## src/vpid_pkg.sv

```systemverilog
package vpid_pkg;

   localparam int Q_W     = 32;
   localparam int STEP_W  = 31;
   localparam int CMD_W   = 18;
   localparam int FRAC_W  = 16;
   localparam int REQ_W   = 64;
   localparam int RSP_W   = 24;
   localparam int CSR_IDX_W = 3;

   typedef logic signed [Q_W-1:0] q_type;

   localparam q_type Q_MAX     = 32'sh7fff_ffff;
   localparam q_type Q_MIN     = 32'sh8000_0000;
   localparam q_type VEL_LIMIT = 32'sd102944;

   localparam logic [STEP_W-1:0] TIME_STEP_RST     = 31'd655;
   localparam logic [STEP_W-1:0] INV_TIME_STEP_RST = 31'd6553600;

   localparam logic [CSR_IDX_W-1:0] CSR_GAIN_P        = 3'd0;
   localparam logic [CSR_IDX_W-1:0] CSR_GAIN_I        = 3'd1;
   localparam logic [CSR_IDX_W-1:0] CSR_GAIN_D        = 3'd2;
   localparam logic [CSR_IDX_W-1:0] CSR_TIME_STEP     = 3'd3;
   localparam logic [CSR_IDX_W-1:0] CSR_INV_TIME_STEP = 3'd4;

   typedef enum logic [4:0] {
      ST_IDLE,
      ST_MUL_TP,
      ST_ADD_TP,
      ST_ERR,
      ST_MUL_P,
      ST_ACC_P,
      ST_MUL_I,
      ST_ACC_I,
      ST_MUL_IG,
      ST_ACC_IG,
      ST_DIFF,
      ST_MUL_D1,
      ST_STORE_D1,
      ST_MUL_D2,
      ST_ACC_D,
      ST_MUL_OUT,
      ST_CLAMP
   } state_type;

   function automatic q_type sat_add(q_type a, q_type b);
      logic signed [Q_W:0] s;
      s = {a[Q_W-1], a} + {b[Q_W-1], b};
      if (s[Q_W] != s[Q_W-1]) begin
         return s[Q_W] ? Q_MIN : Q_MAX;
      end
      return s[Q_W-1:0];
   endfunction

   function automatic q_type sat_sub(q_type a, q_type b);
      logic signed [Q_W:0] s;
      s = {a[Q_W-1], a} - {b[Q_W-1], b};
      if (s[Q_W] != s[Q_W-1]) begin
         return s[Q_W] ? Q_MIN : Q_MAX;
      end
      return s[Q_W-1:0];
   endfunction

endpackage

```

## src/vpid_mul.sv

```systemverilog
module vpid_mul (
   input  logic                  clock,
   input  vpid_pkg::q_type       mul_a,
   input  vpid_pkg::q_type       mul_b,
   output vpid_pkg::q_type       mul_q
);
   import vpid_pkg::*;

   logic signed [2*Q_W-1:0] prod_ff;
   logic signed [2*Q_W-1:0] prod_in;
   logic signed [2*Q_W-FRAC_W-1:0] shifted;

   assign prod_in = mul_a * mul_b;

   always_ff @(posedge clock) begin
      prod_ff <= prod_in;
   end

   // arithmetic shift floors toward minus infinity
   assign shifted = prod_ff[2*Q_W-1:FRAC_W];

   always_comb begin
      if (shifted[2*Q_W-FRAC_W-1:Q_W-1] == '0 ||
          shifted[2*Q_W-FRAC_W-1:Q_W-1] == '1) begin
         mul_q = shifted[Q_W-1:0];
      end else if (shifted[2*Q_W-FRAC_W-1]) begin
         mul_q = Q_MIN;
      end else begin
         mul_q = Q_MAX;
      end
   end

endmodule

```

## src/velocity_pid_controller.sv

```systemverilog
// channel | dir | handshake            | payload
// req     | in  | req_tvalid/tready    | tdata: measured_pos, target_vel
// rsp     | out | rsp_tvalid/tready    | tdata: velocity_cmd; tuser: clamped
// csr     | in  | csr_valid/csr_ready  | csr_index, csr_data
//
// items run one at a time; the first after reset skips the derivative steps; a shared
// 32x32 multiplier with a registered product runs up to seven multiplies in turn
// req_tready is high only while the sequencer is idle
// the result sits in an output register; the next item is taken while it waits
// a stalled rsp holds the sequencer in its last step
// reset is synchronous, active high, and reseeds the target on the next item
module velocity_pid_controller (
   input  logic                              clock,
   input  logic                              reset,
   input  logic                              req_tvalid,
   output logic                              req_tready,
   input  logic [vpid_pkg::REQ_W-1:0]        req_tdata,  // measured_pos, target_vel
   output logic                              rsp_tvalid,
   input  logic                              rsp_tready,
   output logic [vpid_pkg::RSP_W-1:0]        rsp_tdata,  // velocity_cmd, zero pad
   output logic                              rsp_tuser,  // clamped
   input  logic                              csr_valid,
   output logic                              csr_ready,
   input  logic [vpid_pkg::CSR_IDX_W-1:0]    csr_index,
   input  logic [vpid_pkg::Q_W-1:0]          csr_data
);
   import vpid_pkg::*;

   state_type state_ff, state_in;

   q_type gain_p_ff, gain_i_ff, gain_d_ff;
   logic [STEP_W-1:0] ts_ff, its_ff;

   q_type pos_ff, pos_in, vel_ff, vel_in;
   q_type tp_ff, tp_in, integ_ff, integ_in, prev_ff, prev_in;
   logic  first_ff, first_in;
   q_type err_ff, err_in, ctrl_ff, ctrl_in, tmp_ff, tmp_in;

   logic              rsp_valid_ff, rsp_valid_in;
   logic [CMD_W-1:0]  cmd_ff, cmd_in;
   logic              clamp_ff, clamp_in;

   q_type mul_a, mul_b, mul_q;
   q_type ts_q, its_q;
   logic  req_xfer, rsp_xfer, out_free;

   assign ts_q  = {1'b0, ts_ff};
   assign its_q = {1'b0, its_ff};

   assign req_tready = (state_ff == ST_IDLE);
   assign req_xfer   = req_tvalid & req_tready;
   assign rsp_xfer   = rsp_valid_ff & rsp_tready;
   assign out_free   = ~rsp_valid_ff | rsp_tready;
   assign csr_ready  = 1'b1;

   assign rsp_tvalid = rsp_valid_ff;
   assign rsp_tdata  = {{(RSP_W-CMD_W){1'b0}}, cmd_ff};
   assign rsp_tuser  = clamp_ff;

   vpid_mul u_mul (
      .clock (clock),
      .mul_a (mul_a),
      .mul_b (mul_b),
      .mul_q (mul_q)
   );

   // configuration
   always_ff @(posedge clock) begin
      if (reset) begin
         gain_p_ff <= '0;
         gain_i_ff <= '0;
         gain_d_ff <= '0;
         ts_ff     <= TIME_STEP_RST;
         its_ff    <= INV_TIME_STEP_RST;
      end else if (csr_valid) begin
         unique case (csr_index)
            CSR_GAIN_P:        gain_p_ff <= csr_data;
            CSR_GAIN_I:        gain_i_ff <= csr_data;
            CSR_GAIN_D:        gain_d_ff <= csr_data;
            CSR_TIME_STEP:     ts_ff     <= csr_data[STEP_W-1:0];
            CSR_INV_TIME_STEP: its_ff    <= csr_data[STEP_W-1:0];
            default: ;
         endcase
      end
   end

   // next state
   always_comb begin
      state_in = state_ff;
      unique case (state_ff)
         ST_IDLE:     if (req_xfer) state_in = ST_MUL_TP;
         ST_MUL_TP:   state_in = ST_ADD_TP;
         ST_ADD_TP:   state_in = ST_ERR;
         ST_ERR:      state_in = ST_MUL_P;
         ST_MUL_P:    state_in = ST_ACC_P;
         ST_ACC_P:    state_in = ST_MUL_I;
         ST_MUL_I:    state_in = ST_ACC_I;
         ST_ACC_I:    state_in = ST_MUL_IG;
         ST_MUL_IG:   state_in = ST_ACC_IG;
         ST_ACC_IG:   state_in = first_ff ? ST_MUL_OUT : ST_DIFF;
         ST_DIFF:     state_in = ST_MUL_D1;
         ST_MUL_D1:   state_in = ST_STORE_D1;
         ST_STORE_D1: state_in = ST_MUL_D2;
         ST_MUL_D2:   state_in = ST_ACC_D;
         ST_ACC_D:    state_in = ST_MUL_OUT;
         ST_MUL_OUT:  state_in = ST_CLAMP;
         ST_CLAMP:    if (out_free) state_in = ST_IDLE;
         default:     state_in = ST_IDLE;
      endcase
   end

   // multiplier operands
   always_comb begin
      mul_a = '0;
      mul_b = '0;
      unique case (state_ff)
         ST_MUL_TP:  begin mul_a = vel_ff;   mul_b = ts_q;      end
         ST_MUL_P:   begin mul_a = err_ff;   mul_b = gain_p_ff; end
         ST_MUL_I:   begin mul_a = err_ff;   mul_b = ts_q;      end
         ST_MUL_IG:  begin mul_a = integ_ff; mul_b = gain_i_ff; end
         ST_MUL_D1:  begin mul_a = tmp_ff;   mul_b = gain_d_ff; end
         ST_MUL_D2:  begin mul_a = tmp_ff;   mul_b = its_q;     end
         ST_MUL_OUT,
         ST_CLAMP:   begin mul_a = ctrl_ff;  mul_b = its_q;     end
         default: ;
      endcase
   end

   // datapath updates
   always_comb begin
      pos_in       = pos_ff;
      vel_in       = vel_ff;
      tp_in        = tp_ff;
      integ_in     = integ_ff;
      prev_in      = prev_ff;
      first_in     = first_ff;
      err_in       = err_ff;
      ctrl_in      = ctrl_ff;
      tmp_in       = tmp_ff;
      cmd_in       = cmd_ff;
      clamp_in     = clamp_ff;
      rsp_valid_in = rsp_valid_ff & ~rsp_xfer;
      unique case (state_ff)
         ST_IDLE: begin
            if (req_xfer) begin
               pos_in = req_tdata[Q_W-1:0];
               vel_in = req_tdata[2*Q_W-1:Q_W];
            end
         end
         ST_ADD_TP:   tp_in = sat_add(first_ff ? pos_ff : tp_ff, mul_q);
         ST_ERR:      err_in = sat_sub(tp_ff, pos_ff);
         ST_ACC_P:    ctrl_in = mul_q;
         ST_ACC_I: begin
            if (gain_i_ff != '0) begin
               integ_in = sat_add(first_ff ? '0 : integ_ff, mul_q);
            end else begin
               integ_in = '0;
            end
         end
         ST_ACC_IG:   ctrl_in = sat_add(ctrl_ff, mul_q);
         ST_DIFF:     tmp_in = sat_sub(err_ff, prev_ff);
         ST_STORE_D1: tmp_in = mul_q;
         ST_ACC_D:    ctrl_in = sat_add(ctrl_ff, mul_q);
         ST_MUL_OUT: begin
            prev_in  = err_ff;
            first_in = 1'b0;
         end
         ST_CLAMP: begin
            if (out_free) begin
               rsp_valid_in = 1'b1;
               if (mul_q > VEL_LIMIT) begin
                  cmd_in   = VEL_LIMIT[CMD_W-1:0];
                  clamp_in = 1'b1;
               end else if (mul_q < -VEL_LIMIT) begin
                  cmd_in   = 18'(-VEL_LIMIT);
                  clamp_in = 1'b1;
               end else begin
                  cmd_in   = mul_q[CMD_W-1:0];
                  clamp_in = 1'b0;
               end
            end
         end
         default: ;
      endcase
   end

   // the product register holds the last multiply while CLAMP stalls
   always_ff @(posedge clock) begin
      if (reset) begin
         state_ff     <= ST_IDLE;
         tp_ff        <= '0;
         integ_ff     <= '0;
         prev_ff      <= '0;
         first_ff     <= 1'b1;
         rsp_valid_ff <= 1'b0;
      end else begin
         state_ff     <= state_in;
         tp_ff        <= tp_in;
         integ_ff     <= integ_in;
         prev_ff      <= prev_in;
         first_ff     <= first_in;
         rsp_valid_ff <= rsp_valid_in;
      end
   end

   always_ff @(posedge clock) begin
      pos_ff   <= pos_in;
      vel_ff   <= vel_in;
      err_ff   <= err_in;
      ctrl_ff  <= ctrl_in;
      tmp_ff   <= tmp_in;
      cmd_ff   <= cmd_in;
      clamp_ff <= clamp_in;
   end

   a_accept_starts : assert property (@(posedge clock) disable iff (reset)
      req_xfer |=> state_ff == ST_MUL_TP)
      else $error("accepted transfer did not start the sequencer");

   a_rsp_from_clamp : assert property (@(posedge clock) disable iff (reset)
      $rose(rsp_valid_ff) |-> $past(state_ff) == ST_CLAMP)
      else $error("result raised outside the final step");

   a_flag_at_limit : assert property (@(posedge clock) disable iff (reset)
      (rsp_valid_ff && clamp_ff) |->
         (cmd_ff == VEL_LIMIT[CMD_W-1:0] || cmd_ff == 18'(-VEL_LIMIT)))
      else $error("clamp flag set with command off the limit");

   a_first_clear : assert property (@(posedge clock) disable iff (reset)
      $fell(first_ff) |-> $past(state_ff) == ST_MUL_OUT)
      else $error("first-step flag cleared at the wrong step");

endmodule

```

## config.mk

```make
export PLATFORM = sky130hd
export DESIGN_NAME = velocity_pid_controller
export DESIGN_NICKNAME = d
export VERILOG_FILES = /design/src/vpid_pkg.sv /design/src/vpid_mul.sv /design/src/velocity_pid_controller.sv
export SDC_FILE = /design/constraint.sdc
export NUM_CORES = 2
export LEC_CHECK = 0
export ABC_AREA = 0
export BUFFER_PORTS_ARGS = -buffer_cell sky130_fd_sc_hd__buf_2
export CAP_MARGIN = 20
export CORE_UTILIZATION = 55
export DETAILED_ROUTE_END_ITERATION = 6
export GPL_ROUTABILITY_DRIVEN = 0
export PLACE_DENSITY = 0.72
export SKIP_CTS_REPAIR_TIMING = 1
export SLEW_MARGIN = 20
export SYNTH_ARGS = -nofsm -noshare
export SYNTH_HDL_FRONTEND = slang
export SYNTH_SLANG_ARGS = --single-unit
```

## constraint.sdc

```tcl
create_clock -name clock -period 17.5 [get_ports clock]
set_input_delay 2.625 -clock clock [delete_from_list [all_inputs] [get_ports clock]]
set_output_delay 2.625 -clock clock [all_outputs]
set_load 0.01 [all_outputs]
```

==> After elaboration in Yosys (flattened, before gate mapping) <==
Index checks and enable logic that the tools add are counted.
{ "word_totals": {"reg_bits": 504, "latchBits": 0, "mem_bits_rw": 0, "rom_bits": 0, "inputBits": 104, "output_inout_bits": 28, "word_cells": 128, "mem_count": 0} }
{ "classes": {"addsub": 5, "mul": 1, "div_mod_pow": 0, "order_cmp": 2, "eq_ne": 28, "n_shift": 0, "muxes": 45, "bitwise": 6, "n_reduce_logical": 21} }
{ "ops": {"columns": ["operator", "n"], "rows": [
  ["$mux 32", 21],
  ["$pmux 32 s5", 2],
  ["$add 32x32->33", 3],
  ["$pmux 32 s3", 1],
  ["$pmux 5 s17", 1],
  ["$sub 32x32->33", 2],
  ["$mul 32x32->64", 1],
  ["$pmux 32 s2", 1],
  ["$eq 5x4->1 const B", 8],
  ["$gt 32x18->1 const B", 1],
  ["$lt 32x18->1 const B", 1],
  ["$reduce_bool 32->1", 1],
  ["$eq 5x3->1 const B", 4],
  ["$mux 18", 1],
  ["$eq 17x17->1 const B", 1],
  ["$logic_not 17->1", 1],
  ["$reduce_and 2->1", 8],
  ["$mux 1", 15],
  ["$eq 5x2->1 const B", 2],
  ["$mux 5", 2],
  ["$reduce_or 2->1", 5],
  ["$eq 3x2->1 const B", 2],
  ["$eq 5x1->1 const B", 1],
  ["$eq 5x5->1 const B", 1],
  ["other kinds (15)", 22]
]} }

==> Depth between registers and ports, before layout <==
{ "depth": {"word_depth": 10, "depth_mapped": 39, "ltp_nobuf": 35} }

==> Modules after synthesis <==
From an unflattened synthesis, not the netlist that was laid out.
{ "hier_totals": {"cells_unflattened": 7307, "hier_area_um2": 65272.6} }
{ "by_module_without_submodules": {"columns": ["mod", "n_inst", "cells_per_inst", "area_each_um2", "seq_area_each_um2"], "rows": [
  ["vpid_mul", 1, 3941, 37041.8, 960.9],
  ["velocity_pid_controller", 1, 3366, 28230.8, 10600.2]
]} }

==> Worst setup path after synthesis <==
No wires, ideal clock.
{ "synth_path": {"kind": "register -> register", "start": "reg state_ff[0]", "end": "reg u_mul.prod_ff[58]", "setup_ns": 0.072, "arrival_ns": 9.140, "t_required_ns": 17.428, "slack_ns": 8.288, "stages_incl_launch_ff": 37, "n_path_buf": 5, "period_less_slack_ns": 9.212, "path_cell_list": "dfxtp_1 -> buf_2 -> nor3_2 -> and2_1 -> buf_2 -> clkbuf_1 -> clkbuf_1 -> a222oi_1 -> nand2_1 -> clkbuf_1 -> nand2_1 -> inv_1 -> fa_1 -> inv_1 -> fa_1 -> inv_1 -> fa_1 -> fa_1 -> inv_1 -> fa_1 -> inv_1 -> fa_1 -> inv_1 -> fa_1 -> inv_1 -> fa_1 -> ha_1 -> a21oi_1 -> o21ai_0 -> nand2_1 -> nand2_1 -> a21o_1 -> a21oi_1 -> a21oi_1 -> a2111o_1 -> a31oi_1 -> xnor2_1"} }
{ "synth_between": {"elab_chain_cells": 4, "word_cells_on_any_way": 16, "cone_classes": "mul (1); eq/ne (8); mux (2); reduce/logical (5)"} }
{ "synth_rtl": {"columns": ["element", "line_no", "text"], "rows": [
  ["from (decl)", "velocity_pid_controller.sv:29", "state_type state_ff, state_in;"],
  ["from (signal assigned)", "velocity_pid_controller.sv:197", "state_ff <= state_in;"],
  ["$eq 5x5->1, or another cell as far along", "velocity_pid_controller.sv:116", "unique case (state_ff)"],
  ["$reduce_or 3->1 (no source line) or $reduce_or 2->1 (tied branches)", null, null],
  ["$pmux 32 s5", "velocity_pid_controller.sv:116", null],
  ["$mul 32x32->64 *", "vpid_mul.sv:13", "assign prod_in = mul_a * mul_b;"],
  ["via u_mul.prod_in[58]", "vpid_mul.sv:10", "logic signed [2*Q_W-1:0] prod_in;"],
  ["to (signal assigned)", "vpid_mul.sv:16", "prod_ff <= prod_in;"],
  ["to (decl)", "vpid_mul.sv:9", "logic signed [2*Q_W-1:0] prod_ff;"]
]} }
The timed path passes the listed nets; every way through them passes the cells marked *.
A chain may end at the register's enable or synchronous reset.

==> Worst setup path in the final report <==
{ "layout_path": {"start": "reg state_ff[3]", "end": "reg u_mul.prod_ff[63]"} }
The elaborated chain is that of the path after synthesis.

==> impl_metrics.py <==
metrics = {
    "power_and_ir_drop": {
        "max-vdd-ir-drop_mv": 0.0995,
        "p_total_uw": 4690,
        "powerDensity_nw_per_um2": 69.8,
        "p_leak_uw": 0.0304,
    },
    "clock_tree": {
        "insertion_delay_ns": 0.65,
        "clock-sinks": 488,
        "cts.htree.levels": 2,
        "cts_buffers": 52,
        "cts_max_path_buffers": 3,
        "cts_tree": "yes",
        "path_clk_slew_ns": 0.06,
        "cts-root-buf": "clkbuf_16",
    },
    "detailed_routing": {
        "wl_met1_um": 72700,
        "routed_via_density": 5.91,
        "firstDrtPassIters": 7,
        "maxUsedRoutingLayer": "met5",
        "num_vias": 51116,
        "wl_met3_um": 21900,
        "route.detailed.drc": 0,
        "avgRoutedWirePerCell_um": 21.9,
        "ant_nets": 0,
        "wl_um": 189000,
        "drt-initial-drc-count": 5081,
        "met2_wirelength_um": 83600,
    },
    "final_layout": {
        "nets": 8620,
        "largest_reg_flops": 48,
        "syn2layout_area_growth_pct": 6.38,
        "finish.utilization": 0.589,
        "finalNonFillerCells": 8648,
        "final_cell_mix": "inv_1 (1220), nand2_1 (1167), fa_1 (1086), nor2_1 (641), a21oi_1 (430)",
        "layout-drive-gt1-share": 0.0607,
        "largest-register": "u_mul.prod_ff",
        "layout_commonest_cell": "inv_1",
        "fillers": 9922,
    },
    "place": {
        "portBuffers": 124,
        "dp_cells": 8548,
        "dp_slack_ns": 6.71,
        "hpwlAfterDp_um": 151000,
    },
    "die": {
        "core_um2": 114000,
        "start_util": 0.554,
        "die_h_um": 341,
        "dieWidth_um": 341,
        "ios": 132,
        "row_count": 124,
        "dieArea_um2": 116000,
    },
    "global_routing": {
        "grt_overflow": 0,
        "antenna_found_initial": 1,
        "track_usage": 0.332,
        "grt_pass1_vias": 52307,
        "grt_max_degree": 103,
        "grt_pass1_wl_um": 298000,
    },
    "sta": {
        "period_needed_ns": 10.96,
        "finalHoldViolCount": 0,
        "setup_viol": 0,
        "worstMarginPinSlew_ns": 1.24,
        "slew_headroom": 0.176,
        "setup_ws_ns": 6.54,
        "rsz0062_at_grt": "no",
        "fin_tns_setup_ns": 0,
        "fmax_mhz": 91.3,
        "fin_crit_sh": 0.626,
        "fin_skew_ns": 0.0640,
        "slew_violations": 0,
    },
    "logic_synthesis": {
        "yosysWarnings": 0,
        "synth_edf_count": 179,
        "synthCells": 7194,
        "netlist_area_um2": 63200,
        "synth_area_leader_cell": "fa_1",
        "synthTopCellsByArea": "fa_1 (34%), dfxtp_1 (9.8%), edfxtp_1 (8.5%), inv_1 (7.2%), nand2_1 (6.9%)",
        "synth_top_area_share": 0.344,
        "yosysUniqueCellTypes": 86,
        "synth_flop_cell": "dfxtp_1",
        "synth_area_per_cell_um2": 8.79,
        "yosysSeqAreaShare": 0.183,
        "ys_ff_latch": 488,
        "async_flop_share": 0,
    },
    "critical_path": {
        "crit_buf_inv": 9,
        "crit_family": "adder cells",
        "crit_path_end_kind": "flop",
        "start_kind": "flop",
        "crit_type": "reg -> reg",
        "cpMaxStageDelayCell": "fa_1",
        "crit_arrival_ns": 11.54,
        "crit_path_frequent_cell": "fa_1",
        "required_ns": 18.08,
        "worst_path_largest_cell_delay_ns": 0.93,
        "cp_max_fo": 32,
    },
    "status": {
        "status": "complete, no violations",
    },
    "flow_run": {
        "maxCapViolCount": 0,
    },
    "hold_path": {
        "hp-class": "reg -> reg",
    },
}
## per-stage QoR
stage	cell area, um2	hold WS (ns)
after floorplan	63200	0.432
after global placement	65300	0.441
after detailed placement	65300	0.446
after CTS	67200	0.454
after global routing	67200	0.470
final	67300	0.454
## where the power goes
group          internal (uW)  total, uW  switching [uW]
logic                    772       2130            1360
registers               1280       1340            65.4
clock network            720       1220             499
## worst reg2reg max path: cells and delay by family (launching register included)
family / cells / cell delay (ns)
adders and majority gates: 9 / 4.84
buffers and inverters: 9 / 1.93
and+or+nand+nor: 9 / 1.93
AOI/OAI and AO/OA: 8 / 1.45
DFF: 1 / 0.74
## worst paths after layout
check	startpoint	end	slack, ns	cells past startpoint
setup / recovery	state_ff[3]	u_mul.prod_ff[63]	6.54	35
hold / removal	prev_ff[15]	prev_ff[15]	0.45	2
setup reg to reg	state_ff[3]	u_mul.prod_ff[63]	6.54	35
hold reg to reg	prev_ff[15]	prev_ff[15]	0.45	2
## Yosys cell counts, types with 109 or more instances
master    instances
a21oi_1         433
a22oi_1         109
clkbuf_1        335
dfxtp_1         309
edfxtp_1        179
fa_1           1086
ha_1            340
inv_1          1220
nand2_1        1169
nor2_1          646
o21ai_0         148
xnor2_1         134
## cell type report
| type | instances | area (um2) | share of cell area |
|---|---|---|---|
| Multi-Input combinational cell | 5097 | 45900 | 0.682 |
| Sequential cell | 488 | 11600 | 0.172 |
| Inverter | 1221 | 4580 | 0.0681 |
| Tap cell | 1512 | 1890 | 0.0281 |
| Clock buffer | 74 | 1570 | 0.0233 |
| Timing Repair Buffer | 230 | 1420 | 0.0212 |
| Clock inverter | 24 | 342 | 0.00508 |
| Antenna cell | 2 | 5.00 | 0.0000744 |
## kinds of logic (layout without fill, tap and decap cells)
group | after synthesis | in the layout | share of synthesized area
multiplexers | 34 | 34 | 0.00598
AO/OA/AOI/OAI | 1190 | 1190 | 0.124
flip-flops | 488 | 488 | 0.183
other | 2 | 9 | 0.000119
AND/OR/NAND/NOR | 2211 | 2211 | 0.147
XOR/XNOR | 196 | 196 | 0.0272
buffers and inverters | 1614 | 1549 | 0.0969
adder cells (fa/ha/maj) | 1459 | 1459 | 0.416
## layer usage
layer | GRT usage | vias up
met1 | 0.437 | 25301
li1 | - | 22626
met5 | 0 | -
met2 | 0.517 | 2666
met4 | 0.158 | 2
met3 | 0.0821 | 521
No activity file was read; power rests on OpenSTA's default activity.
